### src/sem_pkg.sv
`default_nettype none
package sem_pkg;

  // Default frame limits for the top-level parameters.
  localparam int MAX_WIDTH_DEF  = 1024;
  localparam int MAX_HEIGHT_DEF = 4096;

  // Field and register widths.
  localparam int FW_W      = 11;
  localparam int FH_W      = 13;
  localparam int CH_W      = 8;
  localparam int PIX_W     = 3 * CH_W;
  localparam int GRAD_W    = 11;
  localparam int SUM_W     = 21;
  localparam int CFG_IDX_W = 2;
  localparam int CFG_DAT_W = 13;

  localparam logic [FW_W-1:0] FW_RESET = 11'd1024;
  localparam logic [FH_W-1:0] FH_RESET = 13'd4096;

  // Largest sum of squares whose rounded root still fits in 8 bits; larger sums clamp to 255.
  localparam logic [SUM_W-1:0] MAG_CLAMP = 21'd65280;

  // Configuration register indexes.
  localparam logic [CFG_IDX_W-1:0] REG_FRAME_WIDTH  = 2'd0;
  localparam logic [CFG_IDX_W-1:0] REG_FRAME_HEIGHT = 2'd1;

  // Input item kinds.
  localparam logic OP_PIXEL = 1'b0;
  localparam logic OP_FLUSH = 1'b1;

  typedef logic [2:0][SUM_W-1:0] sum3_t;
  typedef logic [2:0][CH_W-1:0]  mag3_t;

  typedef struct packed {
    logic start;
  } root_req_t;

  typedef struct packed {
    logic busy;
    logic done;
  } root_stat_t;

endpackage
`default_nettype wire

### src/sem_root.sv
`default_nettype none
// Rounded square root for three channels, one result bit per cycle.
// Finds the largest m with m*(m-1) < s, clamped to 255.
module sem_root (
  input  wire logic              clk,
  input  wire logic              rst,
  input  wire sem_pkg::root_req_t req,
  input  wire sem_pkg::sum3_t     sums,
  output sem_pkg::root_stat_t     stat,
  output sem_pkg::mag3_t          mags
);

  sem_pkg::sum3_t sq;
  sem_pkg::mag3_t m;
  logic [2:0]     bitpos;
  logic           busy;
  logic           done;

  // Trial values for the current bit.
  logic [2:0][7:0]  cand;
  logic [2:0][15:0] prod;

  always_comb begin
    for (int k = 0; k < 3; k++) begin
      cand[k] = m[k] | (8'd1 << bitpos);
      prod[k] = {8'd0, cand[k]} * {8'd0, cand[k] - 8'd1};
    end
  end

  // Control.
  always_ff @(posedge clk) begin
    if (rst) begin
      busy <= 1'b0;
      done <= 1'b0;
    end else if (req.start) begin
      busy <= 1'b1;
      done <= 1'b0;
    end else if (busy && bitpos == 3'd0) begin
      busy <= 1'b0;
      done <= 1'b1;
    end
  end

  // Datapath.
  always_ff @(posedge clk) begin
    if (req.start) begin
      sq     <= sums;
      m      <= '0;
      bitpos <= 3'd7;
    end else if (busy) begin
      bitpos <= bitpos - 3'd1;
      for (int k = 0; k < 3; k++) begin
        if (sq[k] > sem_pkg::MAG_CLAMP) begin
          m[k] <= 8'hFF;
        end else if ({5'd0, prod[k]} < sq[k]) begin
          m[k] <= cand[k];
        end
      end
    end
  end

  assign stat.busy = busy;
  assign stat.done = done;
  assign mags      = m;

endmodule
`default_nettype wire
### config.mk
export PLATFORM = sky130hd
export DESIGN_NAME = sem_root
export DESIGN_NICKNAME = d
export VERILOG_FILES = /design/src/sem_pkg.sv /design/src/sem_root.sv
export SDC_FILE = /design/constraint.sdc
export NUM_CORES = 1
export LEC_CHECK = 0
export ABC_CLOCK_PERIOD_IN_PS = 9350
export BUFFER_PORTS_ARGS = -buffer_cell sky130_fd_sc_hd__buf_2
export CAP_MARGIN = 20
export CORE_MARGIN = 2
export CORE_UTILIZATION = 55
export CTS_CLUSTER_DIAMETER = 50
export DETAILED_ROUTE_END_ITERATION = 10
export HOLD_SLACK_MARGIN = 0.05
export PLACE_DENSITY = 0.85
export SLEW_MARGIN = 30
export SYNTH_ARGS = -nofsm -noshare
export SYNTH_HDL_FRONTEND = slang
export SYNTH_SLANG_ARGS = --single-unit
### constraint.sdc
create_clock -name clk -period 9.35 [get_ports clk]
set_input_delay 1.87 -clock clk [delete_from_list [all_inputs] [get_ports clk]]
set_output_delay 1.87 -clock clk [all_outputs]
set_load 0.03 [all_outputs]
==> results of run 1 <==
[final timing paths]
kind,startpoint,end,depth (start not counted)
setup / recovery,bitpos[0],mags[2],29
hold reg to reg,mags[19],mags[19],2
setup reg to reg,bitpos[0],mags[2],29
hold / removal,mags[19],mags[19],2
[layout by cell type, fill, tap and decap left out, drive strengths merged, types with 28 or more instances in the layout]
| cell | Yosys | routed |
|---|---|---|
| ha | 182 | 182 |
| a21oi | 57 | 57 |
| xnor2 | 31 | 31 |
| fa | 108 | 108 |
| edfxtp | 63 | 63 |
| buf | 6 | 100 |
| o21ai | 28 | 28 |
| inv | 248 | 252 |
| dfxtp | 29 | 29 |
| nor2 | 174 | 174 |
| nand2 | 35 | 35 |
[cell families (layout without fill, tap and decap cells)]
| family | Yosys count | in the layout | synth area share |
|---|---|---|---|
| AOI/OAI and AO/OA | 160 | 160 | 0.0938 |
| and+or+nand+nor | 326 | 326 | 0.140 |
| muxes | 3 | 3 | 0.00277 |
| buffers and inverters | 266 | 364 | 0.0945 |
| xor gates and xnor gates | 37 | 37 | 0.0299 |
| DFF | 92 | 92 | 0.228 |
| adders and majority gates | 290 | 290 | 0.410 |
[flip-flops by register name (all words and copies together) (netlist names)]
name / flops
mags: 24
done: 1
sq: 63
bitpos: 3
busy: 1
[layout make-up]
class | count | area (um2)
sequential | 92 | 2470
timing repair buffer | 100 | 529
clock inverter | 6 | 52.6
multi-input combinational | 816 | 7330
tap | 265 | 332
clock buffer | 10 | 229
inverter | 248 | 931
fill | 1609 | 7530
[worst reg2reg max path, delay by kind of cell, from the launching register on]
family / cells / cell delay, ps
buf+inv: 5 / 570
fa+ha+maj: 8 / 3440
compound gates: 6 / 1650
flops: 1 / 400
simple gates: 9 / 2440
xor+xnor: 1 / 140
[per-stage QoR]
step | power [uW] | instances | setup slack, ps
after detailed placement | 3200 | 1521 | 852
after global routing | 4040 | 1537 | 210
after floorplan | 2610 | 1174 | 1860
after CTS | 3590 | 1537 | 776
final | 3590 | 1537 | 631
after global placement | 3090 | 1521 | 1170
[metal layers]
layer,GRT usage,vias up,share of wire
met5,0,-,0
met4,0.0818,0,0.024
met3,0.0348,47,0.053
met2,0.420,286,0.50
met1,0.319,4018,0.42
li1,-,4010,-
[power by group through the flow]
stage                     Sequential [uW]  Clock (uW)  Combinational, uW
after floorplan                       515           0               2090
after global placement                504           0               2590
after detailed placement              504           0               2690
after CTS                             496         354               2740
after global routing                  499         369               3170
final                                 496         351               2740
==> summary.txt, run 1 <==
Die
  – Boundary pin count: 92
  – Core area: just under 20000 um2
  – Die Area: 20800 um2
  – Starting Density: 0.558
  – Die Wd: about 140 um
  – Row Count: around 50
  – Chip height: roughly 140 um

Power
  – P_int: between 1500 and 2000 uW
  – Clk pwr share: 0.098
  – Cell area power density: roughly 300 nW/um2
  – Sw power: between 1500 and 2000 uW
  – Switching fraction of total power: 0.485
  – Combinational Power Share: 0.764
  – Peak supply drop: between 200 and 300 uV
  – Flop pwr share: 0.138
  – Leak: 0.00624 uW

Worst setup path
  – Crit. End Element: flop
  – CP Data Required Time: between 9000 and 10000 ps
  – Worst Path Buf+Inv: 5
  – Critical path's top delay family: adder cells
  – Critical Path Start Type: flop
  – R2R setup slack: 630 ps
  – Most numerous cell on the critical path: inv_1
  – WS Path Type: reg2reg
  – Slowest Stage Delay on Critical Path: roughly 700 ps
  – CP max FO: 12
  – CP max-delay cell: nor2_1
  – Crit path DAT: between 8000 and 9000 ps

Timing
  – RSZ-0062 raised after global routing: no
  – Crit share post-route: 0.933
  – Minimum clock period: approximately 8700 ps
  – Hold slack final: slightly below 500 ps
  – Final setup violation count: 0
  – Layout Skew: ~8.6 ps
  – Hold Vio Cnt, Final: 0
  – Total negative slack: 0 ps
  – Max Clk Rate: 115 MHz
  – Slew at the pin with the worst max-slew slack: a little over 800 ps
  – Worst relative slew slack: 0.456
  – Max-slew violation count: 0

Clock network
  – CTS Hold Bufs: 0
  – # Post-CTS Setup Buffers: 0
  – Worst-Skew Late Latency: around 350 ps
  – Htree depth: 3
  – Clock tree from TritonCTS: yes
  – Num CTS Buffers: 9
  – Clock sinks: 92
  – Max Root-Sink Buffers: 2
  – CTS root buf: clkbuf_16
  – Clock slew at reported path FFs: approximately 70 ps
  – Post-CTS Resized: 0

Routing
  – # DRC: 0
  – Routed WL: 23600 um
  – DR vias/cell: roughly 5.4
  – Vias: about 8.4k
  – DR iter-0 viols: about 450
  – DR pass1 iterations: 5
  – Antenna violation net count after detailed routing: 0
  – WL per Instance: between 15 and 20 um

GRT
  – GRT overflow: 0
  – Largest net degree at the start of global routing: 93
  – Total GRT Usage: 0.244
  – First-pass GRT wire length: between 40000 and 50000 um
  – Initial antenna violation count: 0
  – Vias in the first global route: around 8.7k

Synth
  – Yosys warnings: 0
  – Post-Syn Instances: approximately 1.2k
  – Synth top area share: 0.210
  – Yosys top cell by area: ha_1
  – Count leader, synth: inv_1
  – Dominant cells by area after synthesis: ha_1 21%, fa_1 20%, edfxtp_1 17%, inv_1 8.6%, nor2_1 5.9%
  – Ys async rst share: 0
  – Post-synth EDFFs: 63
  – Post-Syn Nets: roughly 1.5k
  – Yosys cell types: 48
  – Synth top cells by count: 247 x inv_1, 182 x ha_1, 171 x nor2_1, 108 x fa_1, 63 x edfxtp_1
  – Top_reg_cell synth: edfxtp_1
  – Seq/Total Area, Yosys: 0.228
  – Mean post-synth cell area: 9.22 um2
  – Seq cells post-synth: roughly 90
  – Post-Syn Area: 10800 um2

Flow run
  – MaxCap Viol Count: 0

Place
  – I/O Buffers: approximately 90
  – Final HPWL DP: about 19000 um
  – Routability cong.: ~0.90
  – Dpl cell area: 11600 um2

Outcome
  – Status: finished clean

Cells and area
  – Post-route design area: between 10000 and 15000 um2
  – Final #Nets: ~1.6k
  – N_diodes: 0
  – Syn-to-layout area delta: 9.71%
  – Proportion of layout cells with a drive suffix above 1: 0.117
  – Fin util: 0.612

Worst hold path
  – Hold Crit Class: reg2reg
(Power assumes the default switching activity.)
==> inputs of run 2 (changes only) <==
--- a/config.mk
+++ b/config.mk
@@ -5,6 +5,7 @@
 export SDC_FILE = /design/constraint.sdc
 export NUM_CORES = 1
 export LEC_CHECK = 0
+export ABC_AREA = 1
 export ABC_CLOCK_PERIOD_IN_PS = 9350
 export BUFFER_PORTS_ARGS = -buffer_cell sky130_fd_sc_hd__buf_2
 export CAP_MARGIN = 20
==> constraint.sdc (replaced) <==
create_clock -name clk -period 9.35 [get_ports clk]
set_input_delay 1.87 -clock clk [delete_from_list [all_inputs] [get_ports clk]]
set_output_delay 1.87 -clock clk [all_outputs]
set_load 0.1 [all_outputs]
==> run 2 against run 1 <==
Compared with the run above: worst hold slack lost 27 ps; first-iteration DRC count up 68%; count of clock-buffer cells in the layout is 1 lower; cell count grew 11%; sequential power fell by 2%.
==> summary.txt, run 2 <==
Outcome
  – Status: finished clean

GRT
  – Met1 usage: 0.293 (-0.0261)
  – Most Used Layer, Global Route: met2
  – First-pass GRT wire length: 40600 um (+0.62%)
  – Initial antenna violation count: 0 (unchanged)
  – Vias in the first global route: 9082 (+4.5%)
  – GR Util met3: 0.0476 (+0.0129)
  – Total GRT Usage: 0.231 (-0.0135)
  – Met2 usage: 0.394 (-0.0267)
  – GRT overflow: 0 (unchanged)
  – Largest net degree at the start of global routing: 44 (-53%)

Cells and area
  – Fin util: 0.619 (+0.00660)
  – N_diodes: 0 (unchanged)
  – Most frequent cells in the layout: 317 x inv_1, 230 x nand2_1, 182 x ha_1, 172 x nor2_1, 108 x fa_1
  – Largest Register: sq
  – Syn-to-layout area delta: 9.47%
  – Max reg flops: 63 (unchanged)
  – Commonest non-fill, non-tap cell in the layout: inv_1
  – Proportion of layout cells with a drive suffix above 1: 0.0971 (-0.0201)
  – Final #Nets: 1793 (+10%)
  – Finished Layout Cells: 1707 (+11%)
  – Fillers: 1593 (-0.99%)

Die
  – Starting Density: 0.565 (+0.00726)
  – Boundary pin count: 92 (unchanged)
  – Die Area: 21300 um2 (+2.2%)
  – Core area: 19600 um2 (+0.99%)
  – Die Wd: 146 um (+1.1%)
  – Row Count: 51 (unchanged)
  – Chip height: 146 um (+1.1%)

Timing
  – Total negative slack: 0 ps (unchanged)
  – Max-slew violation count: 0 (unchanged)
  – Hold Vio Cnt, Final: 0 (unchanged)
  – Crit share post-route: 0.797 (-0.136)
  – Worst relative slew slack: 0.484 (+0.0282)
  – Final setup violation count: 0 (unchanged)
  – RSZ-0062 raised after global routing: no
  – Worst setup margin: 1900 ps (+1270 ps)
  – Max Clk Rate: 134 MHz (+17%)
  – Minimum clock period: 7450 ps (-1270 ps)
  – Slew at the pin with the worst max-slew slack: 773 ps (-40.1 ps)
  – Layout Skew: 10.4 ps (+1.81 ps)

Clock network
  – Post-CTS Resized: 0 (unchanged)
  – Clock tree from TritonCTS: yes
  – Max Root-Sink Buffers: 2 (unchanged)
  – Worst-Skew Late Latency: 360 ps (about the same)
  – Htree depth: 3 (unchanged)
  – # Post-CTS Setup Buffers: 0 (unchanged)
  – CTS Hold Bufs: 0 (unchanged)
  – Clock slew at reported path FFs: 80 ps (about the same)
  – Num CTS Buffers: 9 (unchanged)
  – Clock sinks: 92 (unchanged)
  – CTS root buf: clkbuf_16

Flow run
  – MaxCap Viol Count: 0 (unchanged)

Synth
  – Synth top area share: 0.206 (-0.00473)
  – Post-Syn Nets: 1697 (+11%)
  – Main combinational cell family by area after synthesis: adder cells
  – Compound-gate portion of the synthesized area: 0.0598 (-0.0340)
  – Post-Syn Area: 11100 um2 (+2.3%)
  – Yosys cell types: 35 (-27%)
  – Seq cells post-synth: 92 (unchanged)
  – Post-Syn Instances: 1341 (+14%)
  – Post-synth EDFFs: 63 (unchanged)
  – Top_reg_cell synth: edfxtp_1
  – Dominant cells by area after synthesis: ha_1 21%, fa_1 20%, edfxtp_1 17%, inv_1 11%, nand2_1 7.8%
  – Seq/Total Area, Yosys: 0.223 (-0.00514)
  – Ys async rst share: 0 (unchanged)
  – Synth Area in XOR/XNOR: 0.0277 (-0.00226)
  – Post-synthesis mux area share: 0 (-0.00277)
  – Synth Area in Adders: 0.401 (-0.00923)
  – Mean post-synth cell area: 8.26 um2 (-10%)
  – Post-Synth Simple-Gate Area: 0.176 (+0.0356)
  – Synth top cells by count: 317 x inv_1, 230 x nand2_1, 182 x ha_1, 172 x nor2_1, 108 x fa_1
  – Yosys top cell by area: ha_1
  – Count leader, synth: inv_1
  – Yosys warnings: 0 (unchanged)

Power
  – Peak supply drop: 198 uV (-28%)
  – P_int: 1760 uW (-4.6%)
  – Combinational Power Share: 0.764 (about the same)
  – Clk pwr share: 0.102 (+0.004)
  – Cell area power density: 297 nW/um2 (-1.6%)
  – Leak: 0.00683 uW (+9.5%)
  – Total power: 3600 uW (+0.40%)
  – Switching fraction of total power: 0.511 (+0.0258)
  – Flop pwr share: 0.135 (-0.003)
  – Sw power: 1840 uW (+5.7%)

Worst hold path
  – Hold Crit Class: reg2reg
  – Worst hold path depth: 2 (unchanged)

Routing
  – Antenna violation net count after detailed routing: 0 (unchanged)
  – DR pass1 iterations: 6 (+1)
  – Vias: 8859 (+6.0%)
  – # DRC: 0 (unchanged)
  – DR iter-0 viols: 759 (+68%)
  – Routed WL: 23500 um (-0.14%)
  – WL per Instance: 13.8 um (-10%)
  – DR vias/cell: 5.19 (-4.6%)

Place
  – Final HPWL DP: 19400 um (+1.2%)
  – Place WS: 2000 ps (+1150 ps)
  – DP Cell Count: 1691 (+11%)
  – Routability cong.: 0.947 (+5.0%)
  – I/O Buffers: 91 (unchanged)

Worst setup path
  – Slowest Stage Delay on Critical Path: 550 ps (-150 ps)
  – CP max FO: 15 (+3)
  – Most numerous cell on the critical path: nand2_1
  – Crit. End Element: flop
  – CP Data Required Time: 9580 ps (-30 ps)
  – Crit path DAT: 7680 ps (-1300 ps)
  – WS Path Type: reg2reg
  – Reg2reg path depth: 32 (+10%)
  – CP max-delay cell: fa_1
  – Critical Path Start Type: flop
## run 2: power by group through the flow
| stage | logic [uW] | clock network, uW | registers (uW) |
|---|---|---|---|
| after floorplan | 2110 | 0 | 553 |
| after global placement | 2610 | 0 | 492 |
| after detailed placement | 2730 | 0 | 493 |
| after CTS | 2770 | 371 | 484 |
| after global routing | 3190 | 388 | 488 |
| final | 2750 | 367 | 484 |
## run 2: logic make-up (layout without fill, tap and decap cells)
kind of cell,Yosys count,after routing
compound gates,121,121
xor+xnor,35,35
fa+ha+maj,290,290
buf+inv,328,429
flops,92,92
simple gates,475,475
## run 2: final cells by class
class | instances | area, um2 | share of cell area
clock buffer | 9 | 225 | 0.0186
clock inverter | 7 | 66.3 | 0.00547
inverter | 321 | 1200 | 0.0994
multi-input combinational | 921 | 7360 | 0.607
sequential | 92 | 2470 | 0.204
tap | 265 | 332 | 0.0274
timing repair buffer | 92 | 463 | 0.0382
## run 2: critical path: cells and delay by family (launching register included)
| family | cells | cell delay (ps) |
|---|---|---|
| xor+xnor | 1 | 170 |
| simple gates | 12 | 1840 |
| compound gates | 5 | 860 |
| flops | 1 | 390 |
| buf+inv | 5 | 380 |
| fa+ha+maj | 9 | 3680 |
## run 2: metal layers
metal | vias up | share of wire
met5 | - | 0
met4 | 0 | 0.030
met3 | 56 | 0.067
met2 | 316 | 0.49
met1 | 4149 | 0.42
li1 | 4338 | -
## run 2: final timing paths
| path | startpoint | to | slack, ps |
|---|---|---|---|
| worst max register to register | bitpos[0] | mags[13] | 1900 |
| worst min-delay path | mags[21] | mags[21] | 470 |
| worst min register to register | mags[21] | mags[21] | 470 |
| worst max-delay path | bitpos[0] | mags[13] | 1900 |
## run 2: through the flow
stage / instance area [um2] / hold slack [ps]
final: 12100 / 468
after global routing: 12100 / 485
after CTS: 12100 / 465
after detailed placement: 11800 / 455
after global placement: 11800 / 444
after floorplan: 11100 / 442
